`config.mk`:
```
export PLATFORM = sky130hd
export DESIGN_NAME = go_to_goal_proportional_controller
export DESIGN_NICKNAME = d
export VERILOG_FILES = /design/src/hw/rtl/ggpc_pkg.sv /design/src/hw/rtl/go_to_goal_proportional_controller.sv
export SDC_FILE = /design/constraint.sdc
export NUM_CORES = 2
export LEC_CHECK = 0
export BUFFER_PORTS_ARGS = -buffer_cell sky130_fd_sc_hd__buf_2
export CORE_MARGIN = 2
export CORE_UTILIZATION = 30
export DETAILED_ROUTE_END_ITERATION = 10
export PLACE_DENSITY = 0.41
export SLEW_MARGIN = 20
export SYNTH_ARGS = -nofsm -noshare
export SYNTH_HDL_FRONTEND = slang
export SYNTH_SLANG_ARGS = --single-unit
```
`constraint.sdc`:
```
create_clock -name aclk -period 13.1 [get_ports aclk]
set_input_delay 1.31 -clock aclk [delete_from_list [all_inputs] [get_ports aclk]]
set_output_delay 1.31 -clock aclk [all_outputs]
set_load 0.05 [all_outputs]
```
`src/hw/rtl/ggpc_pkg.sv`:
```
// Package for the go-to-goal proportional controller.
// Holds widths, fixed-point constants and the CORDIC arctangent table.
// No dependencies.
package ggpc_pkg;

    localparam int CORDIC_STEPS_DEF = 16;
    localparam int ATAN_ENTRIES     = 24;
    localparam int CFG_IDX_W        = 2;
    localparam int CFG_DATA_W       = 16;

    localparam logic [CFG_IDX_W-1:0] CFG_GOAL_X       = 2'd0;
    localparam logic [CFG_IDX_W-1:0] CFG_GOAL_Y       = 2'd1;
    localparam logic [CFG_IDX_W-1:0] CFG_LINEAR_GAIN  = 2'd2;
    localparam logic [CFG_IDX_W-1:0] CFG_ANGULAR_GAIN = 2'd3;

    localparam logic signed [15:0] GOAL_X_RST       = 16'sd768;
    localparam logic signed [15:0] GOAL_Y_RST       = 16'sd768;
    localparam logic [15:0]        LINEAR_GAIN_RST  = 16'd3686;
    localparam logic [15:0]        ANGULAR_GAIN_RST = 16'd2458;

    localparam logic signed [15:0] PI_Q12          = 16'sd12868;
    localparam logic signed [15:0] TWO_PI_Q12      = 16'sd25736;
    localparam logic signed [19:0] HALF_PI_Q16     = 20'sd102944;
    localparam logic [34:0]        NEAR_SQ_Q16     = 35'd656;
    localparam logic signed [16:0] ANGLE_LIMIT_Q12 = 17'sd3686;
    localparam logic [8:0]         SPEED_CAP_Q8    = 9'd384;

    localparam logic OP_POSE = 1'b0;
    localparam logic OP_TICK = 1'b1;

    function automatic logic [16:0] atan_q16(input logic [4:0] idx);
        logic [16:0] v;
        begin
            case (idx)
                5'd0:  v = 17'd51472;
                5'd1:  v = 17'd30386;
                5'd2:  v = 17'd16055;
                5'd3:  v = 17'd8150;
                5'd4:  v = 17'd4091;
                5'd5:  v = 17'd2047;
                5'd6:  v = 17'd1024;
                5'd7:  v = 17'd512;
                5'd8:  v = 17'd256;
                5'd9:  v = 17'd128;
                5'd10: v = 17'd64;
                5'd11: v = 17'd32;
                5'd12: v = 17'd16;
                5'd13: v = 17'd8;
                5'd14: v = 17'd4;
                5'd15: v = 17'd2;
                5'd16: v = 17'd1;
                5'd17: v = 17'd1;
                default: v = 17'd0;
            endcase
            return v;
        end
    endfunction

endpackage

```
`src/hw/rtl/go_to_goal_proportional_controller.sv`:
```
// Top level of the go-to-goal proportional controller.
// Uses ggpc_pkg for constants and the arctangent table; no submodules.
// Sequencer with one shared add/shift datapath plus one 18x18 multiplier.

// A pose transfer (op = 0) stores position and heading in the cycle it is accepted, gives
// no result, and the block stays ready. A control tick (op = 1) computes the squared
// distance to the goal from the squares of dx and dy, then runs a bit-serial square root
// (one result bit per cycle), a vectoring CORDIC of min(CORDIC_STEPS, ATAN_ENTRIES)
// iterations (one per cycle), and the states for rounding, heading wrap, gain multiplies
// and output. The serial square root and the CORDIC loop share the sequencer. While busy,
// s_axis_tready is low. A tick close to the goal gives one zero command with reached set;
// after that, ticks give no result until reset. The result sits in an output register
// until taken, and a new item may be accepted while it waits, but a tick is only started
// when the output register is free; until then it waits in ST_DIFF.
module go_to_goal_proportional_controller
    import ggpc_pkg::*;
#(
    parameter int CORDIC_STEPS = CORDIC_STEPS_DEF
) (
    input  logic                  aclk,
    input  logic                  aresetn,
    input  logic                  cfg_we,
    input  logic [CFG_IDX_W-1:0]  cfg_index,
    input  logic [CFG_DATA_W-1:0] cfg_data,
    input  logic                  s_axis_tvalid,
    output logic                  s_axis_tready,
    // bits 15:0 pos_x, 31:16 pos_y, 46:32 heading, 47 zero fill
    input  logic [47:0]           s_axis_tdata,
    // bit 0 op
    input  logic                  s_axis_tuser,
    output logic                  m_axis_tvalid,
    input  logic                  m_axis_tready,
    // bits 8:0 linear_speed, 24:9 angular_speed, 31:25 zero fill
    output logic [31:0]           m_axis_tdata,
    // bit 0 reached
    output logic                  m_axis_tuser
);

    localparam int NSTEPS = (CORDIC_STEPS > ATAN_ENTRIES) ? ATAN_ENTRIES : CORDIC_STEPS;
    localparam int SQ_ITERS = 17;

    typedef enum logic [3:0] {
        ST_IDLE, ST_DIFF, ST_SQX, ST_SQY, ST_NEAR, ST_SQRT, ST_CORD,
        ST_ROUND, ST_WRAP, ST_MULA, ST_MULL, ST_OUT
    } state_t;

    state_t state_reg;
    logic signed [15:0] goal_x_reg, goal_y_reg;
    logic [15:0] lin_gain_reg, ang_gain_reg;
    logic signed [15:0] sx_reg, sy_reg;
    logic signed [14:0] sh_reg;
    logic latched_reg;
    logic signed [16:0] dx_reg, dy_reg;
    logic [34:0] s_reg, rem_reg;
    logic [17:0] root_reg;
    logic [4:0] it_reg;
    logic signed [27:0] cx_reg, cy_reg;
    logic signed [21:0] z_reg;
    logic signed [16:0] err_reg;
    logic m_valid_reg;
    logic [8:0] lin_reg;
    logic signed [15:0] ang_reg;
    logic reached_reg;

    // Shared multiplier: 18-bit signed operands.
    logic signed [17:0] mul_a, mul_b;
    logic signed [35:0] mul_p;
    always_comb begin
        mul_a = '0;
        mul_b = '0;
        case (state_reg)
            ST_SQX: begin mul_a = 18'(dx_reg); mul_b = 18'(dx_reg); end
            ST_SQY: begin mul_a = 18'(dy_reg); mul_b = 18'(dy_reg); end
            ST_MULA: begin mul_a = $signed({2'b00, ang_gain_reg}); mul_b = 18'(err_reg); end
            ST_MULL: begin mul_a = $signed({2'b00, lin_gain_reg});
                           mul_b = $signed(root_reg); end
            default: ;
        endcase
        mul_p = mul_a * mul_b;
    end

    logic signed [27:0] xs, ys;
    assign xs = cx_reg >>> it_reg;
    assign ys = cy_reg >>> it_reg;

    logic signed [22:0] zr;
    assign zr = (23'(z_reg) + 23'sd8) >>> 4;

    logic signed [17:0] err_raw;
    assign err_raw = 18'(z_reg) - 18'(sh_reg);

    logic signed [36:0] ang_full;
    assign ang_full = (37'(mul_p) + 37'sd32768) >>> 16;
    logic [36:0] lin_full;
    assign lin_full = (37'(mul_p) + 37'd2048) >> 12;

    assign s_axis_tready = (state_reg == ST_IDLE);
    assign m_axis_tvalid = m_valid_reg;
    assign m_axis_tdata  = {7'd0, ang_reg, lin_reg};
    assign m_axis_tuser  = reached_reg;

    // The squared distance stays below 2^34, so the root walks bit pairs 33:32 down to 1:0.
    logic [35:0] rem_ext;
    assign rem_ext = {rem_reg[33:0], s_reg[33:32]};

    always_ff @(posedge aclk) begin
        if (!aresetn) begin
            state_reg    <= ST_IDLE;
            goal_x_reg   <= GOAL_X_RST;
            goal_y_reg   <= GOAL_Y_RST;
            lin_gain_reg <= LINEAR_GAIN_RST;
            ang_gain_reg <= ANGULAR_GAIN_RST;
            sx_reg       <= '0;
            sy_reg       <= '0;
            sh_reg       <= '0;
            latched_reg  <= 1'b0;
            m_valid_reg  <= 1'b0;
        end else begin
            if (cfg_we) begin
                case (cfg_index)
                    CFG_GOAL_X:       goal_x_reg   <= $signed(cfg_data);
                    CFG_GOAL_Y:       goal_y_reg   <= $signed(cfg_data);
                    CFG_LINEAR_GAIN:  lin_gain_reg <= cfg_data;
                    CFG_ANGULAR_GAIN: ang_gain_reg <= cfg_data;
                    default: ;
                endcase
            end
            if (m_valid_reg && m_axis_tready) m_valid_reg <= 1'b0;
            case (state_reg)
                ST_IDLE: begin
                    if (s_axis_tvalid && s_axis_tready) begin
                        if (s_axis_tuser == OP_POSE) begin
                            sx_reg <= $signed(s_axis_tdata[15:0]);
                            sy_reg <= $signed(s_axis_tdata[31:16]);
                            sh_reg <= $signed(s_axis_tdata[46:32]);
                        end else if (!latched_reg) begin
                            state_reg <= ST_DIFF;
                        end
                    end
                end
                ST_DIFF: begin
                    // The tick starts once the previous result has left the output register.
                    if (!m_valid_reg || m_axis_tready) begin
                        dx_reg <= 17'(goal_x_reg) - 17'(sx_reg);
                        dy_reg <= 17'(goal_y_reg) - 17'(sy_reg);
                        state_reg <= ST_SQX;
                    end
                end
                ST_SQX: begin
                    s_reg <= 35'(mul_p);
                    state_reg <= ST_SQY;
                end
                ST_SQY: begin
                    s_reg <= s_reg + 35'(mul_p);
                    state_reg <= ST_NEAR;
                end
                ST_NEAR: begin
                    if (s_reg < NEAR_SQ_Q16) begin
                        latched_reg <= 1'b1;
                        lin_reg     <= '0;
                        ang_reg     <= '0;
                        reached_reg <= 1'b1;
                        m_valid_reg <= 1'b1;
                        state_reg   <= ST_IDLE;
                    end else begin
                        rem_reg   <= '0;
                        root_reg  <= '0;
                        it_reg    <= '0;
                        state_reg <= ST_SQRT;
                    end
                end
                ST_SQRT: begin
                    // Consume the top two radicand bits each step.
                    if (rem_ext >= {root_reg[15:0], 2'b01} + 36'd0) begin
                        rem_reg  <= 35'(rem_ext - {18'd0, root_reg[15:0], 2'b01});
                        root_reg <= {root_reg[16:0], 1'b1};
                    end else begin
                        rem_reg  <= 35'(rem_ext);
                        root_reg <= {root_reg[16:0], 1'b0};
                    end
                    s_reg <= {s_reg[32:0], 2'b00};
                    if (it_reg == 5'(SQ_ITERS - 1)) begin
                        it_reg <= '0;
                        // Pre-rotate into the right half plane.
                        if (dx_reg < 0) begin
                            if (dy_reg >= 0) begin
                                cx_reg <= 28'(dy_reg) <<< 8;
                                cy_reg <= -(28'(dx_reg) <<< 8);
                                z_reg  <= 22'(HALF_PI_Q16);
                            end else begin
                                cx_reg <= -(28'(dy_reg) <<< 8);
                                cy_reg <= 28'(dx_reg) <<< 8;
                                z_reg  <= -22'(HALF_PI_Q16);
                            end
                        end else begin
                            cx_reg <= 28'(dx_reg) <<< 8;
                            cy_reg <= 28'(dy_reg) <<< 8;
                            z_reg  <= '0;
                        end
                        state_reg <= (NSTEPS == 0) ? ST_ROUND : ST_CORD;
                    end else begin
                        it_reg <= it_reg + 5'd1;
                    end
                end
                ST_CORD: begin
                    if (cy_reg >= 0) begin
                        cx_reg <= cx_reg + ys;
                        cy_reg <= cy_reg - xs;
                        z_reg  <= z_reg + 22'(atan_q16(it_reg));
                    end else begin
                        cx_reg <= cx_reg - ys;
                        cy_reg <= cy_reg + xs;
                        z_reg  <= z_reg - 22'(atan_q16(it_reg));
                    end
                    if (it_reg == 5'(NSTEPS - 1)) state_reg <= ST_ROUND;
                    else it_reg <= it_reg + 5'd1;
                end
                ST_ROUND: begin
                    if (zr > 23'(PI_Q12)) z_reg <= 22'(PI_Q12);
                    else if (zr < -23'(PI_Q12)) z_reg <= -22'(PI_Q12);
                    else z_reg <= 22'(zr);
                    state_reg <= ST_WRAP;
                end
                ST_WRAP: begin
                    if (err_raw > 18'(PI_Q12)) err_reg <= 17'(err_raw - 18'(TWO_PI_Q12));
                    else if (err_raw < -18'(PI_Q12))
                        err_reg <= 17'(err_raw + 18'(TWO_PI_Q12));
                    else err_reg <= 17'(err_raw);
                    state_reg <= ST_MULA;
                end
                ST_MULA: begin
                    if (ang_full > 37'sd32767) ang_reg <= 16'sd32767;
                    else if (ang_full < -37'sd32768) ang_reg <= -16'sd32768;
                    else ang_reg <= 16'(ang_full);
                    state_reg <= ST_MULL;
                end
                ST_MULL: begin
                    if (err_reg > ANGLE_LIMIT_Q12 || err_reg < -ANGLE_LIMIT_Q12)
                        lin_reg <= '0;
                    else if (lin_full > 37'(SPEED_CAP_Q8)) lin_reg <= SPEED_CAP_Q8;
                    else lin_reg <= 9'(lin_full);
                    state_reg <= ST_OUT;
                end
                ST_OUT: begin
                    reached_reg <= 1'b0;
                    m_valid_reg <= 1'b1;
                    state_reg   <= ST_IDLE;
                end
                default: state_reg <= ST_IDLE;
            endcase
        end
    end

    logic unused_ok;
    assign unused_ok = s_axis_tdata[47];

    a_ready_idle: assert property (@(posedge aclk) disable iff (!aresetn)
        s_axis_tready |-> (state_reg == ST_IDLE))
        else $error("ready outside idle");
    a_out_hold: assert property (@(posedge aclk) disable iff (!aresetn)
        m_axis_tvalid && !m_axis_tready |=> m_axis_tvalid && $stable(m_axis_tdata))
        else $error("result dropped");
    a_latch_stays: assert property (@(posedge aclk) disable iff (!aresetn)
        latched_reg |=> latched_reg)
        else $error("latch cleared");
    a_reached_zero: assert property (@(posedge aclk) disable iff (!aresetn)
        m_axis_tvalid && m_axis_tuser |-> m_axis_tdata == 32'd0)
        else $error("reached with nonzero command");

endmodule

```
**Word-level counts from Yosys, hierarchy flattened**

Memory sizes are Yosys's and may differ from the RTL's. A register that Yosys moved wholly into a read port is not among the register bits.
Index checks and enable logic that the tools add are counted.

- Flip-flop bits (word level): 364
- ROM bits: 1024
- Output and inout bits: 35
- Memories kept: 2

Memory list:

| memory | words | width | rd ports | clocked after Yosys merged registers in | wr ports | RTL line | text |
|---|---|---|---|---|---|---|---|
| (name not given) | 32 | 16 | 1 | 1 | 0 | ggpc_pkg.sv:34 | `case (idx)` |
| (name not given) | 32 | 16 | 1 | 1 | 0 | ggpc_pkg.sv:34 |  |

- Add/sub/neg operators: 19
- Multiply operators: 1
- Order comparisons: 14
- Eq/ne operators: 25
- Shift operators: 2
- Muxes and demuxes: 61
- Bitwise gates (word level): 1
- Reductions and logical operators: 32

Operator list:

| operator | count |
|---|---|
| $mux 28 | 8 |
| $pmux 18 s4 | 2 |
| $mux 17 | 8 |
| $mux 22 | 6 |
| $pmux 28 s2 | 2 |
| $pmux 35 s3 | 1 |
| $mux 34 | 2 |
| $pmux 34 s2 | 1 |
| $pmux 22 s3 | 1 |
| $add 28x28->28 | 2 |
| $neg 25->28 | 2 |
| $sshr 28x5->28 | 2 |
| $sub 28x28->28 | 2 |
| $mux 16 | 3 |
| $pmux 4 s11 | 1 |
| $add 36x13->37 const B | 1 |
| $add 36x17->37 const B | 1 |
| $ge 36x18->1 | 1 |
| $mul 18x18->36 | 1 |
| $pmux 18 s2 | 1 |
| $add 35x35->35 | 1 |
| $lt 35x10->1 const B | 1 |
| $sub 16x16->17 | 2 |
| $sub 34x18->34 | 1 |
| other kinds (51) | 102 |

**Logic depth before layout (Yosys ltp)**

- Depth after elaboration: 8
- Mapped depth: 42
- Gate-level depth less buffers: 39

**Worst setup path before layout**

Ideal clock, no wire load.

- Path kind: register to register
- From: register state_reg[2]
- To: register s_reg[33], data pin
- Data arrival time: 9.932 ns
- Required time: 12.833 ns
- Slack: 2.901 ns
- Stages on the path, launching flop included: 40
- Path through: dfxtp_1 clkbuf_1 nor2b_1 and2_1 clkbuf_1 clkbuf_1 clkbuf_1 a221oi_1 nor2_1 fa_1 inv_1 fa_1 inv_1 fa_1 fa_1 fa_1 inv_1 fa_1 [4 not listed] o21bai_1 a211oi_1 o31ai_1 xnor2_1 inv_1 ha_1 a21o_1 a21o_1 a21oi_1 o21bai_1 a21oi_1 o21bai_1 a221oi_1 o21ai_0 a21o_1 a21oi_1 xor2_1 o21ai_0

- Word-level cells in the longest chain between the ends: 5

RTL lines:

| item | RTL line | text |
|---|---|---|
| from (decl) | go_to_goal_proportional_controller.sv:47 | `state_t state_reg;` |
| from (signal assigned) | go_to_goal_proportional_controller.sv:200 | `state_reg <= (NSTEPS == 0) ? ST_ROUND : ST_CORD;` |
| $eq 4x4->1 / $eq 4x2->1 (equally long branches) | go_to_goal_proportional_controller.sv:71, go_to_goal_proportional_controller.sv:129 |  |
| $pmux 18 s4 | go_to_goal_proportional_controller.sv:71 | `case (state_reg)` |
| $mul 18x18->36 | go_to_goal_proportional_controller.sv:79 | `mul_p = mul_a * mul_b;` |
| $add 35x35->35 | go_to_goal_proportional_controller.sv:154 | `s_reg <= s_reg + 35'(mul_p);` |
| $pmux 35 s3 * | go_to_goal_proportional_controller.sv:129 | `case (state_reg)` |
| to (signal assigned) | go_to_goal_proportional_controller.sv:150 | `s_reg <= 35'(mul_p);` |
| to (signal assigned) | go_to_goal_proportional_controller.sv:154 |  |
| to (signal assigned) | go_to_goal_proportional_controller.sv:181 | `s_reg <= {s_reg[32:0], 2'b00};` |
| to (decl) | go_to_goal_proportional_controller.sv:54 | `logic [34:0] s_reg, rem_reg;` |

Mark *: on every way between the ends. The rest lies on a longest branch, timed or not.
A chain may end at the register's enable or synchronous reset.

**Final worst setup path**

Same ends and word-level chain as after synthesis.

==> run metrics <==
Routed WL=145100 µm; Die Wd=384.3 µm; Max Cap Viol=0; clk slew on worst S/H paths=0.06 ns; GRT overflow=0; CP max FO=38; critical path type=register to register; # IOs=107; post-synthesis cell area=0.04338 mm²; cell area power density=70.15 mW/mm²; routed len/inst=between 20 and 25 µm; CTS tree=yes; Crit. End Element=register; via/cell ratio=around 5.2; via total after detailed routing=36220; layout cells sized above 1=8.875%; global-route wire length before repair=between 200000 and 250000 µm; RR Endpoint=s_reg[33]; Slew @ Worst Pin=1.087 ns; Crit-path slowest cell=a221oi_2; Worst path depth=36; worst r2r src=state_reg[2]; Total Routing Usage GR=between 10% and 20%; EDFF count, synth=247; starting density of the core=30.20%; root buffer cell=clkbuf_16; CTS sink count=380; fin. max-slew vios=0; syn_area_per_cell=approximately 8.6 µm²; CTS resizes=0; Ys Warns=0; clock buffer depth=3; most frequent cells in the layout=665 x nand2_1, 566 x inv_1, 449 x nor2_1; vias in the first global route=35990; Final Hold Viols=0; peak supply drop=0.00009405 V; status=finished, violations left; Slew headroom=26.84%; Distinct cells, synth=102; H-Tree Depth=2; die area=0.1477 mm²; 1st-iter DRT viols=2575; initial antenna violation count=4; most frequent CP cell=inv_1; dpl hpwl=around 120000 µm; final worst path period need=11.52 ns; Synth Flop Type=edfxtp_1; Die Height=between 300 and 400 µm; Top delay family on crit path=compound AO/OA/AOI/OAI gates; startpoint types=register; crit share post-route=87.94%; Hold Path End=goal_x_reg[0]; number of diodes=0; ys async rst share=0%; Hold Path Stages=2; setup repair bufs after CTS=0; reg2reg path depth=36; Buf/Inv on CP=10; hold_sp=goal_x_reg[0]; clock skew=roughly 0.052 ns; clk_lat worst skew=around 0.67 ns; core area=0.1437 mm²; setup_tns=0 ns; largest net degree at the start of global routing=64; Arrival @ worst endpoint=approximately 12 ns; Area Overhead vs Synth=10.43%; RSZ-0062 raised after global routing=false; Port Buf Inserts=98; Post-Synthesis Cells=5024; register bit total from synthesis=380; number of nets in the layout=5735; max FFs per register=35; # DRC=7; worst reg2reg setup slack=approximately 1.6 ns; CTS buffer count=50; Setup-failing EPs final=0; FP Rows=139; register area share after synthesis=23.23%; min-delay worst type=register to register; Final Power=approximately 3.4 mW; leak pwr=19.22 nW; most common cell after layout, fill and taps aside=nand2_1; router iterations before antenna repair=9; Peak Freq=86.80 MHz; Antenna Nets Post-Route=0; CP required=13.46 ns; CTS Hold Bufs=0; GPL Wtd Cong=0.8603; CP peak stage delay=0.89 ns; failing checks=DRC
## cells in the mapped netlist (all sizes together) (36+ instances only)
library cell / count / area share [%]
a221oi: 36 / 0.74
nand3: 110 / 1.3
clkbuf: 158 / 1.4
fa: 325 / 15
a21o: 62 / 1.1
nand2b: 49 / 0.71
edfxtp: 247 / 17
buf: 57 / 0.75
xor2: 108 / 2.2
ha: 287 / 8.3
o21ai: 285 / 3.3
a21boi: 118 / 2.1
or3: 50 / 0.72
nand2: 666 / 5.8
mux4: 62 / 3.2
xnor2: 188 / 3.8
nor2: 456 / 3.9
dfxtp: 133 / 6.1
mux2i: 55 / 1.3
o31ai: 36 / 0.62
nor2b: 37 / 0.53
o21a: 40 / 0.69
a21oi: 216 / 2.5
nor3: 84 / 0.99
o211ai: 54 / 0.95
inv: 568 / 4.9
## stage by stage
| step | hold slack (ns) | cells | area [µm²] | setup WS (ns) | util, % |
|---|---|---|---|---|---|
| 3_3_place_gp | 0.4546 | 6901 | 46110 | 1.762 | 32.10 |
| 5_1_grt | 0.4850 | 6996 | 47910 | 0.7899 | 33.35 |
| 2_1_floorplan | 0.4353 | 5030 | 43410 | 2.901 | - |
| 3_5_place_dp | 0.4607 | 6901 | 46110 | 1.660 | 32.10 |
| 6_report | 0.4648 | 6996 | 47910 | 1.579 | 33.35 |
| 4_1_cts | 0.4695 | 6995 | 47890 | 1.614 | 33.34 |
## tightest hold or removal path, delay by kind of cell (launching register included)
kind,cells,cell delay (ns)
compound gates,1,0.06
flops,1,0.31
simple gates,1,0.05
## per-layer routing
layer	up-vias	share of wire, %	GRT usage, %
met3	116	4.9	2.658
met1	17810	50	29.30
met2	776	43	30.06
li1	17520	-	-
met4	0	1.6	3.660
met5	-	0	0
## area by class of cell
type	instances	area [µm²]
fill	15360	95750
multi-input combinational	3866	30400
sequential	380	10080
tap	1903	2381
inverter	569	2136
clock buffer	67	1365
timing repair buffer	184	1136
clock inverter	27	416.7
## worst max-delay path by stage
| stage | start | endpoint | slack (ns) |
|---|---|---|---|
| after global placement | state_reg[0] | s_reg[33] | 1.76 |
| after CTS | state_reg[0] | s_reg[33] | 1.61 |
| after global routing | state_reg[0] | s_reg[33] | 0.79 |
| final | state_reg[2] | s_reg[33] | 1.58 |
| after detailed placement | state_reg[0] | s_reg[33] | 1.66 |
| after floorplan | state_reg[2] | s_reg[33] | 2.90 |
## logic make-up (layout without fill, tap and decap cells)
| kind of cell | after synthesis | in the layout | share of synthesized area, % |
|---|---|---|---|
| flip-flops | 380 | 380 | 23.23 |
| XOR/XNOR | 296 | 296 | 5.976 |
| AND/OR/NAND/NOR | 1643 | 1643 | 17.07 |
| AO/OA/AOI/OAI | 1164 | 1164 | 18.20 |
| other | 1 | 7 | 0.008644 |
| multiplexers | 144 | 144 | 5.188 |
| buffers and inverters | 784 | 847 | 7.046 |
| adder cells (fa/ha/maj) | 612 | 612 | 23.27 |
## power by group
group | switching, mW | leakage, nW | internal (mW) | total [mW]
clock network | 0.603 | 0.866 | 0.897 | 1.50
registers | 0.0283 | 3.27 | 1.31 | 1.34
logic | 0.335 | 15.1 | 0.186 | 0.521
total | 0.966 | 19.2 | 2.39 | 3.36
No activity file was read; power rests on OpenSTA's default activity.
